[src/rtl/core/lcd_pkg.sv]
`timescale 1ns / 1ps
// ----------------------------------------------------------------------------
// lcd_pkg
// Shared widths, register map, schedule codes and sequencer states of the
// loop chunk dispenser.
// ----------------------------------------------------------------------------
package lcd_pkg;

  // default loop index width
  localparam int unsigned INDEX_BITS_DEF = 48;

  // fixed field widths
  localparam int unsigned STEP_W   = 16;
  localparam int unsigned CHUNK_W  = 24;
  localparam int unsigned MODE_W   = 3;
  localparam int unsigned WORKER_W = 9;
  localparam int unsigned DIVR_W   = STEP_W + WORKER_W;

  // register port
  localparam int unsigned APB_AW = 6;
  localparam int unsigned APB_DW = 64;
  localparam int unsigned REG_IDX_W = 3;

  // register indexes, one per 8-byte slot
  typedef enum logic [REG_IDX_W-1:0] {
    REG_LOOP_START   = 3'd0,
    REG_LOOP_BOUND   = 3'd1,
    REG_LOOP_STEP    = 3'd2,
    REG_OWNER_CHUNK  = 3'd3,
    REG_THIEF_CHUNK  = 3'd4,
    REG_OWNER_MODE   = 3'd5,
    REG_THIEF_MODE   = 3'd6,
    REG_WORKER_COUNT = 3'd7
  } lcd_reg_e;

  // schedule codes
  localparam logic [MODE_W-1:0] MODE_DYNAMIC = 3'd1;
  localparam logic [MODE_W-1:0] MODE_GUIDED  = 3'd2;

  // input op codes
  localparam logic OP_START   = 1'b0;
  localparam logic OP_REQUEST = 1'b1;

  // sequencer states
  typedef enum logic [2:0] {
    ST_IDLE,
    ST_PREP,
    ST_DIV,
    ST_CHUNK,
    ST_MUL,
    ST_FIN
  } lcd_state_e;

endpackage

[src/rtl/core/loop_chunk_dispenser_top.sv]
`timescale 1ns / 1ps
// ----------------------------------------------------------------------------
// loop_chunk_dispenser_top
// Hands out loop iteration chunks in dynamic or guided schedule.
// ----------------------------------------------------------------------------
// One item is worked at a time. A start beat gives no result. For a chunk
// request, the guided size and the clip test come from two bit-serial
// dividers running side by side, followed by a 16-step shift-add of chunk
// size times step magnitude. A request with an unsupported mode or a zero
// step skips the arithmetic and goes from setup straight to finishing. The
// result sits in an output register, so a new input beat is taken while the
// previous result is still stalled; the block waits only when a second
// result is ready before the first one left.
module loop_chunk_dispenser_top #(
  parameter int unsigned INDEX_BITS = lcd_pkg::INDEX_BITS_DEF
) (
  input  logic                          clk_i,
  input  logic                          rst_ni,
  // register port
  input  logic                          psel,
  input  logic                          penable,
  input  logic                          pwrite,
  input  logic [lcd_pkg::APB_AW-1:0]    paddr,
  input  logic [lcd_pkg::APB_DW-1:0]    pwdata,
  output logic [lcd_pkg::APB_DW-1:0]    prdata,
  output logic                          pready,
  // input channel
  input  logic                          in_valid_i,
  output logic                          in_stall_o,
  input  logic                          op_i,
  input  logic                          from_thief_i,
  input  logic                          collective_i,
  // output channel
  output logic                          out_valid_o,
  input  logic                          out_stall_i,
  output logic signed [INDEX_BITS-1:0]  chunk_first_o,
  output logic signed [INDEX_BITS-1:0]  chunk_end_o,
  output logic                          run_o,
  output logic                          last_o,
  output logic                          error_o
);

  localparam int unsigned STEP_W   = lcd_pkg::STEP_W;
  localparam int unsigned CHUNK_W  = lcd_pkg::CHUNK_W;
  localparam int unsigned MODE_W   = lcd_pkg::MODE_W;
  localparam int unsigned WORKER_W = lcd_pkg::WORKER_W;
  localparam int unsigned DIVR_W   = lcd_pkg::DIVR_W;
  localparam int unsigned CNT_W    = $clog2(INDEX_BITS);
  localparam int unsigned CHK_W    = (INDEX_BITS > CHUNK_W) ? INDEX_BITS : CHUNK_W;

  // configuration registers
  logic [INDEX_BITS-1:0] loop_start_q, loop_bound_q;
  logic [STEP_W-1:0]     loop_step_q;
  logic [CHUNK_W-1:0]    owner_chunk_q, thief_chunk_q;
  logic [MODE_W-1:0]     owner_mode_q, thief_mode_q;
  logic [WORKER_W-1:0]   worker_count_q;

  logic                     cfg_wr;
  lcd_pkg::lcd_reg_e        cfg_idx;

  assign pready  = 1'b1;
  assign cfg_wr  = psel && penable && pwrite && pready;
  assign cfg_idx = lcd_pkg::lcd_reg_e'(paddr[5:3]);

  // register writes
  always_ff @(posedge clk_i or negedge rst_ni) begin
    if (!rst_ni) begin
      loop_start_q   <= '0;
      loop_bound_q   <= '0;
      loop_step_q    <= STEP_W'(1);
      owner_chunk_q  <= CHUNK_W'(1);
      thief_chunk_q  <= CHUNK_W'(1);
      owner_mode_q   <= lcd_pkg::MODE_DYNAMIC;
      thief_mode_q   <= lcd_pkg::MODE_DYNAMIC;
      worker_count_q <= WORKER_W'(1);
    end else if (cfg_wr) begin
      unique case (cfg_idx)
        lcd_pkg::REG_LOOP_START:   loop_start_q   <= pwdata[INDEX_BITS-1:0];
        lcd_pkg::REG_LOOP_BOUND:   loop_bound_q   <= pwdata[INDEX_BITS-1:0];
        lcd_pkg::REG_LOOP_STEP:    loop_step_q    <= pwdata[STEP_W-1:0];
        lcd_pkg::REG_OWNER_CHUNK:  owner_chunk_q  <= pwdata[CHUNK_W-1:0];
        lcd_pkg::REG_THIEF_CHUNK:  thief_chunk_q  <= pwdata[CHUNK_W-1:0];
        lcd_pkg::REG_OWNER_MODE:   owner_mode_q   <= pwdata[MODE_W-1:0];
        lcd_pkg::REG_THIEF_MODE:   thief_mode_q   <= pwdata[MODE_W-1:0];
        lcd_pkg::REG_WORKER_COUNT: worker_count_q <= pwdata[WORKER_W-1:0];
        default: ;
      endcase
    end
  end

  // register reads
  always_comb begin
    prdata = '0;
    unique case (cfg_idx)
      lcd_pkg::REG_LOOP_START:   prdata = lcd_pkg::APB_DW'(loop_start_q);
      lcd_pkg::REG_LOOP_BOUND:   prdata = lcd_pkg::APB_DW'(loop_bound_q);
      lcd_pkg::REG_LOOP_STEP:    prdata = lcd_pkg::APB_DW'(loop_step_q);
      lcd_pkg::REG_OWNER_CHUNK:  prdata = lcd_pkg::APB_DW'(owner_chunk_q);
      lcd_pkg::REG_THIEF_CHUNK:  prdata = lcd_pkg::APB_DW'(thief_chunk_q);
      lcd_pkg::REG_OWNER_MODE:   prdata = lcd_pkg::APB_DW'(owner_mode_q);
      lcd_pkg::REG_THIEF_MODE:   prdata = lcd_pkg::APB_DW'(thief_mode_q);
      lcd_pkg::REG_WORKER_COUNT: prdata = lcd_pkg::APB_DW'(worker_count_q);
      default: ;
    endcase
  end

  // loop state and sequencer
  lcd_pkg::lcd_state_e   state_q, state_d;
  logic [INDEX_BITS-1:0] next_idx_q;
  logic                  done_q;
  logic [CNT_W-1:0]      cnt_q;
  logic                  thief_q;

  // per-request working registers
  logic                  err_q, guided_q, neg_q, before_q, over_q;
  logic [STEP_W-1:0]     mag_q;
  logic [CHUNK_W-1:0]    size_q;
  logic [CHK_W-1:0]      chunk_q;
  logic [INDEX_BITS-1:0] mcand_q, prod_q;
  logic [STEP_W-1:0]     mplier_q;

  // output register
  logic                  out_valid_q;
  logic [INDEX_BITS-1:0] first_q, end_q;
  logic                  run_q, last_q, error_q;

  logic in_acc, out_take, fin_go;
  assign in_stall_o = (state_q != lcd_pkg::ST_IDLE);
  assign in_acc     = in_valid_i && !in_stall_o;
  assign out_take   = out_valid_q && !out_stall_i;
  assign fin_go     = (state_q == lcd_pkg::ST_FIN) && (!out_valid_q || !out_stall_i);

  // request setup: schedule pick, distance, direction
  logic [MODE_W-1:0]     mode_sel;
  logic [CHUNK_W-1:0]    size_sel;
  logic [STEP_W-1:0]     mag;
  logic [WORKER_W-1:0]   wk;
  logic                  neg, cur_lt_ub, mode_err;
  logic [INDEX_BITS-1:0] span;
  logic [DIVR_W-1:0]     div_a;

  always_comb begin
    mode_sel  = thief_q ? thief_mode_q : owner_mode_q;
    size_sel  = thief_q ? thief_chunk_q : owner_chunk_q;
    if (size_sel == '0) begin
      size_sel = CHUNK_W'(1);
    end
    mode_err  = (mode_sel != lcd_pkg::MODE_DYNAMIC) && (mode_sel != lcd_pkg::MODE_GUIDED);
    neg       = loop_step_q[STEP_W-1];
    mag       = neg ? (~loop_step_q + STEP_W'(1)) : loop_step_q;
    wk        = (worker_count_q == '0) ? WORKER_W'(1) : worker_count_q;
    cur_lt_ub = $signed(next_idx_q) < $signed(loop_bound_q);
    span      = cur_lt_ub ? (loop_bound_q - next_idx_q) : (next_idx_q - loop_bound_q);
    div_a     = DIVR_W'(mag) * DIVR_W'(wk);
  end

  // two divider lanes: guided size and clip limit
  logic                  div_start, div_step;
  logic [INDEX_BITS-1:0] q_guided, q_limit;

  assign div_start = (state_q == lcd_pkg::ST_PREP);
  assign div_step  = (state_q == lcd_pkg::ST_DIV);

  lcd_div #(
    .DW (INDEX_BITS),
    .RW (DIVR_W)
  ) u_div_guided (
    .clk_i      (clk_i),
    .rst_ni     (rst_ni),
    .start_i    (div_start),
    .step_i     (div_step),
    .dividend_i (span),
    .divisor_i  (div_a),
    .quot_o     (q_guided)
  );

  lcd_div #(
    .DW (INDEX_BITS),
    .RW (STEP_W)
  ) u_div_limit (
    .clk_i      (clk_i),
    .rst_ni     (rst_ni),
    .start_i    (div_start),
    .step_i     (div_step),
    .dividend_i (span),
    .divisor_i  (mag),
    .quot_o     (q_limit)
  );

  // chunk size after raise to the configured minimum
  logic [CHK_W-1:0] chunk_sel;
  always_comb begin
    chunk_sel = CHK_W'(size_q);
    if (guided_q && (CHK_W'(q_guided) > CHK_W'(size_q))) begin
      chunk_sel = CHK_W'(q_guided);
    end
  end

  // finishing: next index and result fields
  logic [INDEX_BITS-1:0] nxt;
  logic                  run_n, done_n, upd;
  always_comb begin
    nxt   = next_idx_q;
    run_n = 1'b0;
    done_n = done_q;
    upd   = 1'b0;
    if (!err_q && (mag_q != '0)) begin
      upd = 1'b1;
      if (!before_q || over_q) begin
        nxt = loop_bound_q;
      end else if (neg_q) begin
        nxt = next_idx_q - prod_q;
      end else begin
        nxt = next_idx_q + prod_q;
      end
      run_n = before_q;
      if (nxt == loop_bound_q) begin
        done_n = 1'b1;
      end
    end
  end

  // next-state logic
  always_comb begin
    state_d = state_q;
    unique case (state_q)
      lcd_pkg::ST_IDLE: begin
        if (in_acc && (op_i == lcd_pkg::OP_REQUEST)) begin
          state_d = lcd_pkg::ST_PREP;
        end
      end
      lcd_pkg::ST_PREP: begin
        if (mode_err || (mag == '0)) begin
          state_d = lcd_pkg::ST_FIN;
        end else begin
          state_d = lcd_pkg::ST_DIV;
        end
      end
      lcd_pkg::ST_DIV: begin
        if (cnt_q == CNT_W'(INDEX_BITS - 1)) begin
          state_d = lcd_pkg::ST_CHUNK;
        end
      end
      lcd_pkg::ST_CHUNK: state_d = lcd_pkg::ST_MUL;
      lcd_pkg::ST_MUL: begin
        if (cnt_q == CNT_W'(STEP_W - 1)) begin
          state_d = lcd_pkg::ST_FIN;
        end
      end
      lcd_pkg::ST_FIN: begin
        if (fin_go) begin
          state_d = lcd_pkg::ST_IDLE;
        end
      end
      default: state_d = lcd_pkg::ST_IDLE;
    endcase
  end

  // state register and loop state
  always_ff @(posedge clk_i or negedge rst_ni) begin
    if (!rst_ni) begin
      state_q    <= lcd_pkg::ST_IDLE;
      next_idx_q <= '0;
      done_q     <= 1'b0;
      cnt_q      <= '0;
    end else begin
      state_q <= state_d;
      if (in_acc && (op_i == lcd_pkg::OP_START)) begin
        next_idx_q <= loop_start_q;
        done_q     <= 1'b0;
      end else if (fin_go && upd) begin
        next_idx_q <= nxt;
        done_q     <= done_n;
      end
      if ((state_q == lcd_pkg::ST_DIV) || (state_q == lcd_pkg::ST_MUL)) begin
        if (state_d != state_q) begin
          cnt_q <= '0;
        end else begin
          cnt_q <= cnt_q + CNT_W'(1);
        end
      end else begin
        cnt_q <= '0;
      end
    end
  end

  // working datapath
  always_ff @(posedge clk_i) begin
    if (in_acc) begin
      thief_q <= from_thief_i && !collective_i;
    end
    if (state_q == lcd_pkg::ST_PREP) begin
      err_q    <= mode_err;
      guided_q <= (mode_sel == lcd_pkg::MODE_GUIDED);
      neg_q    <= neg;
      mag_q    <= mag;
      size_q   <= size_sel;
      before_q <= neg ? ($signed(loop_bound_q) < $signed(next_idx_q)) : cur_lt_ub;
    end
    if (state_q == lcd_pkg::ST_CHUNK) begin
      chunk_q  <= chunk_sel;
      mcand_q  <= chunk_sel[INDEX_BITS-1:0];
      mplier_q <= mag_q;
      prod_q   <= '0;
    end
    // shift-add multiply, one step magnitude bit per cycle
    if (state_q == lcd_pkg::ST_MUL) begin
      over_q   <= chunk_q > CHK_W'(q_limit);
      if (mplier_q[0]) begin
        prod_q <= prod_q + mcand_q;
      end
      mcand_q  <= {mcand_q[INDEX_BITS-2:0], 1'b0};
      mplier_q <= {1'b0, mplier_q[STEP_W-1:1]};
    end
  end

  // output register
  always_ff @(posedge clk_i or negedge rst_ni) begin
    if (!rst_ni) begin
      out_valid_q <= 1'b0;
    end else if (fin_go) begin
      out_valid_q <= 1'b1;
    end else if (out_take) begin
      out_valid_q <= 1'b0;
    end
  end

  always_ff @(posedge clk_i) begin
    if (fin_go) begin
      first_q <= next_idx_q;
      end_q   <= nxt;
      run_q   <= run_n;
      last_q  <= done_n;
      error_q <= err_q;
    end
  end

  assign out_valid_o   = out_valid_q;
  assign chunk_first_o = first_q;
  assign chunk_end_o   = end_q;
  assign run_o         = run_q;
  assign last_o        = last_q;
  assign error_o       = error_q;

endmodule

[src/rtl/core/lcd_div.sv]
`timescale 1ns / 1ps
// ----------------------------------------------------------------------------
// lcd_div
// Bit-serial restoring divider: one quotient bit per step, MSB first.
// ----------------------------------------------------------------------------
module lcd_div #(
  parameter int unsigned DW = 48,
  parameter int unsigned RW = 25
) (
  input  logic          clk_i,
  input  logic          rst_ni,
  input  logic          start_i,
  input  logic          step_i,
  input  logic [DW-1:0] dividend_i,
  input  logic [RW-1:0] divisor_i,
  output logic [DW-1:0] quot_o
);

  logic [DW-1:0] quo_q, quo_d;
  logic [RW-1:0] rem_q, rem_d;
  logic [RW-1:0] dvs_q;
  logic [RW:0]   trial;
  logic [RW:0]   diff;

  // one restoring step: shift in next dividend bit, try subtract
  always_comb begin
    trial = {rem_q, quo_q[DW-1]};
    diff  = trial - {1'b0, dvs_q};
    quo_d = quo_q;
    rem_d = rem_q;
    if (start_i) begin
      quo_d = dividend_i;
      rem_d = '0;
    end else if (step_i) begin
      if (!diff[RW]) begin
        rem_d = diff[RW-1:0];
        quo_d = {quo_q[DW-2:0], 1'b1};
      end else begin
        rem_d = trial[RW-1:0];
        quo_d = {quo_q[DW-2:0], 1'b0};
      end
    end
  end

  // shift registers
  always_ff @(posedge clk_i or negedge rst_ni) begin
    if (!rst_ni) begin
      quo_q <= '0;
      rem_q <= '0;
      dvs_q <= '0;
    end else begin
      quo_q <= quo_d;
      rem_q <= rem_d;
      if (start_i) begin
        dvs_q <= divisor_i;
      end
    end
  end

  assign quot_o = quo_q;

endmodule

[config.mk]
export PLATFORM = sky130hd
export DESIGN_NAME = loop_chunk_dispenser_top
export DESIGN_NICKNAME = d
export VERILOG_FILES = /design/src/rtl/core/lcd_pkg.sv /design/src/rtl/core/loop_chunk_dispenser_top.sv /design/src/rtl/core/lcd_div.sv
export SDC_FILE = /design/constraint.sdc
export NUM_CORES = 2
export LEC_CHECK = 0
export BUFFER_PORTS_ARGS = -buffer_cell sky130_fd_sc_hd__buf_4
export CAP_MARGIN = 5
export CORE_AREA = 4 4 366 296
export DETAILED_ROUTE_END_ITERATION = 6
export DIE_AREA = 0 0 370 300
export GPL_TIMING_DRIVEN = 0
export PLACE_DENSITY = 0.75
export SLEW_MARGIN = 15
export SYNTH_ARGS = -nofsm -noshare
export SYNTH_HDL_FRONTEND = slang
export SYNTH_SLANG_ARGS = --single-unit
[constraint.sdc]
create_clock -name clk_i -period 7.17 [get_ports clk_i]
set_input_delay 0.3585 -clock clk_i [delete_from_list [all_inputs] [get_ports clk_i]]
set_output_delay 0.3585 -clock clk_i [all_outputs]
set_load 0.005 [all_outputs]
==> Flow_metrics.wiki <==
{| class="wikitable"
! Metric !! Value
|-
| Fraction of the mapped netlist area in compound gates || 19.53%
|-
| Type of element launching the critical path || register
|-
| Worst endpoint required time || 7.65 ns
|-
| Unrepaired setup endpoints after global routing || true
|-
| Die Height || 300 µm
|-
| Critical-path maximum fanout || 9
|-
| Clock root buffer || sky130_fd_sc_hd__clkbuf_16
|-
| CTS buffer count || 79
|-
| Sequential standard cell area || 18980 µm²
|-
| Chip width || 370 µm
|-
| Top Ports || 246
|-
| DRC || 0
|-
| Global-route total usage across every layer || 36.69%
|-
| Critical Path, Cell by Cell || nor3_1 > nand4_1 > nor2_1 > and2_1 > a21oi_1 > xnor2_1 > ha_1 > buf_2 > a21oi_1 > o21ai_0 > a21oi_1 > a21o_1 > o21bai_4 > a41oi_2 > xnor3_1 > nor4_1 > nand4_1 > nor4_2 > nand3_1 > nand2_1
|-
| Post-synth top area cell || sky130_fd_sc_hd__dfrtp_1
|-
| Worst rel slew slack || 9.957%
|-
| Vias in the first global route || 44.82k
|-
| Top-count cell post-synth || sky130_fd_sc_hd__nand2_1
|-
| Most common flop cell mapped by yosys || sky130_fd_sc_hd__dfrtp_1
|-
| Initial Utilization || 49.73%
|-
| Total of warnings raised by yosys || 0
|-
| Clock tree from TritonCTS || done
|-
| Final global-route overflow total || 0
|-
| Synth Cell Area || 51840 µm²
|-
| Area of the core region || 104200 µm²
|-
| Leading post-synthesis cells by cell area || sky130_fd_sc_hd__dfrtp_1 20%, sky130_fd_sc_hd__edfxtp_1 15%, sky130_fd_sc_hd__ha_1 8.5%
|-
| HP Class || in2reg
|-
| Antenna violations before repair || 7
|-
| Most common library cells after synthesis || 601 x sky130_fd_sc_hd__nand2_1, 438 x sky130_fd_sc_hd__a21oi_1, 430 x sky130_fd_sc_hd__inv_1
|-
| Proportion of netlist area held by the largest area contributor || 19.60%
|-
| Dominant combinational cell family by area after synthesis || compound AO/OA/AOI/OAI gates
|-
| Maximum achievable frequency || 0.1397 GHz
|-
| Number of cells in the design after placement || 7317
|-
| Run status || complete, no violations
|-
| Area used by multi-input combinational logic || 30210 µm²
|-
| Clock Sinks || 717
|-
| Detail-routed net length per standard cell || 27.93 µm
|-
| Flop and latch count out of synthesis || 717
|-
| Number of standard-cell rows in the floorplan || 106
|-
| DR pass1 iterations || 7
|-
| Final sum of negative setup slack || 0 ns
|-
| Clock latency at the later pin of the worst-skew pair || 0.68 ns
|-
| First-pass GRT wire length || 303200 µm
|-
| Max Slew Vio Count || 0
|-
| Clock slew at reported path FFs || 0.06 ns
|-
| Critical Path End Type || register
|-
| CP peak stage delay || 0.70 ns
|-
| Final Critical Period || 7.160 ns
|-
| Final hold slack || 0.04689 ns
|-
| Count of flip-flops with a built-in enable after synthesis || 255
|-
| Area growth from synthesis to layout || 13.78%
|-
| Total wire length || 210100 µm
|-
| HPWL Detailed || 165600 µm
|-
| Proportion of synthesized flip-flops having asynchronous set or reset || 57.46%
|-
| Ratio of final minimum period to clock period || 99.86%
|-
| Mean post-synth cell area || 9.126 µm²
|-
| Final hold viol count || 0
|-
| Share of cell area taken by muxes after synthesis || 6.157%
|-
| Worst Clk Skew || 0.05421 ns
|-
| Worst-case clock buffer depth || 3
|-
| DR vias || 48.59k
|-
| H-tree levels || 3
|-
| Largest net degree at the start of global routing || 97
|-
| Final setup violation count || 0
|-
| Portion of the post-synthesis area used by sequential elements || 36.60%
|-
| Adder-cell area share of the yosys netlist || 12.55%
|-
| Number of filler cells placed in the layout || 9157
|-
| Layout Cells excl Fill || 7521
|-
| Combined buffer and inverter count along the critical path || 1
|-
| Arr. time, crit path || 7.64 ns
|-
| Vias per Instance || 6.460
|-
| Final GP Congestion || 1.069
|-
| First DRT Iteration DRCs || 6807
|-
| Number of buffers inserted by port buffering || 207
|-
| Maximum Capacitance Violations || 0
|-
| Worst-Margin Slew || 1.351 ns
|-
| Final Net Count || 6588
|-
| Routed Antenna Nets || 0
|-
| CP delay by family, top || simple AND/OR/NAND/NOR gates
|-
| Cell mode on critical path || sky130_fd_sc_hd__a21oi_1
|-
| Post-Synth XOR/XNOR Area || 4.769%
|-
| Proportion of layout cells with a drive suffix above 1 || 11.73%
|-
| Post-synthesis share of cell area spent on and, or, nand and nor gates || 14.62%
|-
| Synthesized instance count || 5681
|-
| Worst-path cell with the longest stage delay || sky130_fd_sc_hd__xnor2_1
|-
| Cell variety after synth || 108
|-
| Area enclosed by the die boundary || 111000 µm²
|-
| Worst setup path class || reg2reg
|}
==> stage by stage <==
stage	cell area, µm²	utilization (%)	setup WS (ns)
after floorplan	51900	-	0.5548
after global placement	55210	52.96	-1.041
after detailed placement	55500	53.24	-1.240
after CTS	58750	56.36	0.0004228
after global routing	58980	56.58	-0.06985
final	58990	56.59	0.01007
==> cells in the final DEF, fill, tap and decap left out, types with 46 or more instances in the layout <==
master,instances
sky130_fd_sc_hd__nor2_1,327
sky130_fd_sc_hd__nor3_1,120
sky130_fd_sc_hd__clkbuf_1,230
sky130_fd_sc_hd__dfrtp_1,402
sky130_fd_sc_hd__nand3_1,123
sky130_fd_sc_hd__a211oi_1,47
sky130_fd_sc_hd__mux2_2,188
sky130_fd_sc_hd__and2_1,127
sky130_fd_sc_hd__o21bai_1,59
sky130_fd_sc_hd__o21ai_0,408
sky130_fd_sc_hd__a21o_1,111
sky130_fd_sc_hd__dfxtp_1,50
sky130_fd_sc_hd__ha_1,350
sky130_fd_sc_hd__fa_1,105
sky130_fd_sc_hd__a22o_1,78
sky130_fd_sc_hd__edfxtp_1,255
sky130_fd_sc_hd__xor2_1,71
sky130_fd_sc_hd__buf_4,246
sky130_fd_sc_hd__a221o_1,59
sky130_fd_sc_hd__dlygate4sd3_1,46
sky130_fd_sc_hd__a31oi_1,64
sky130_fd_sc_hd__clkbuf_16,82
sky130_fd_sc_hd__mux2i_1,95
sky130_fd_sc_hd__nand2_1,601
sky130_fd_sc_hd__xnor2_1,185
sky130_fd_sc_hd__a21oi_1,436
sky130_fd_sc_hd__nand4_1,74
sky130_fd_sc_hd__inv_1,426
==> metal layers <==
layer / global-route usage [%] / routed length (µm)
met2: 49.87 / 82890
met1: 54.56 / 88410
met3: 12.14 / 30620
met5: 0 / 41
met4: 11.89 / 8103
==> sequential cells by signal, indices dropped and copies added, names as in the netlist, 6 cells and up <==
signal	count
u_div_guided.dvs_q	25
chunk_first_o	48
u_div_limit.quot_o	48
worker_count_q	9
u_div_guided.rem_q	25
mplier_q	16
u_div_limit.rem_q	16
thief_chunk_q	24
size_q	24
chunk_q	48
chunk_end_o	48
next_idx_q	48
mag_q	16
cnt_q	6
mcand_q	48
prod_q	48
u_div_guided.quot_o	48
loop_step_q	16
u_div_limit.dvs_q	16
loop_bound_q	48
loop_start_q	48
owner_chunk_q	24
==> worst register-to-register path, delay by kind of cell (launching register included) <==
family / cells / cell delay [ns]
and+or+nand+nor: 9 / 3.13
buffers and inverters: 1 / 0.19
AOI/OAI and AO/OA: 7 / 1.90
adders and majority gates: 1 / 0.37
xor gates and xnor gates: 2 / 1.02
DFF: 1 / 0.39
==> logic make-up after synthesis <==
group,Yosys count
XOR/XNOR,272
buffers and inverters,752
flip-flops,717
multiplexers,289
AO/OA/AOI/OAI,1580
other,2
AND/OR/NAND/NOR,1612
adder cells (fa/ha/maj),457
==> final timing paths <==
kind | from | slack [ns] | depth (start not counted) | endpoint
hold / removal | pwdata[2] | 0.05 | 2 | thief_mode_q[2]$_DFFE_PN0P_
hold reg to reg | loop_step_q[15]$_DFFE_PN0P_ | 0.46 | 0 | neg_q$_DFFE_PP_
setup reg to reg | prod_q[6]$_DFF_P_ | 0.01 | 20 | last_o$_DFFE_PP_
min in group asynchronous | rst_ni | 0.23 | 2 | thief_mode_q[1]$_DFFE_PN0P_
setup / recovery | prod_q[6]$_DFF_P_ | 0.01 | 20 | last_o$_DFFE_PP_
max in group asynchronous | rst_ni | 5.47 | 4 | next_idx_q[39]$_DFFE_PN0P_
==> cell type report <==
cell class                 instances  area share (%)
antenna                            2        0.008484
buffer                           318           2.407
clock buffer                     114           3.818
clock inverter                    31          0.6342
inverter                         433           2.779
multi-input combinational       4227           51.21
sequential                       717           32.18
tap                             1404           2.978
timing repair buffer             275           3.985
==> timing repair <==
action,in CTS,in global routing
pin swaps,6,10
hold buffers,46,0
hold endpoints to repair,184,0
endpoints found under the setup margin,6,7
resized for setup,34,61
setup buffers,6,6
gates cloned,0,0
Power is left out: the tool's default activity adds up to more than one toggle a clock period on the data nets, which glitch-free logic cannot reach.
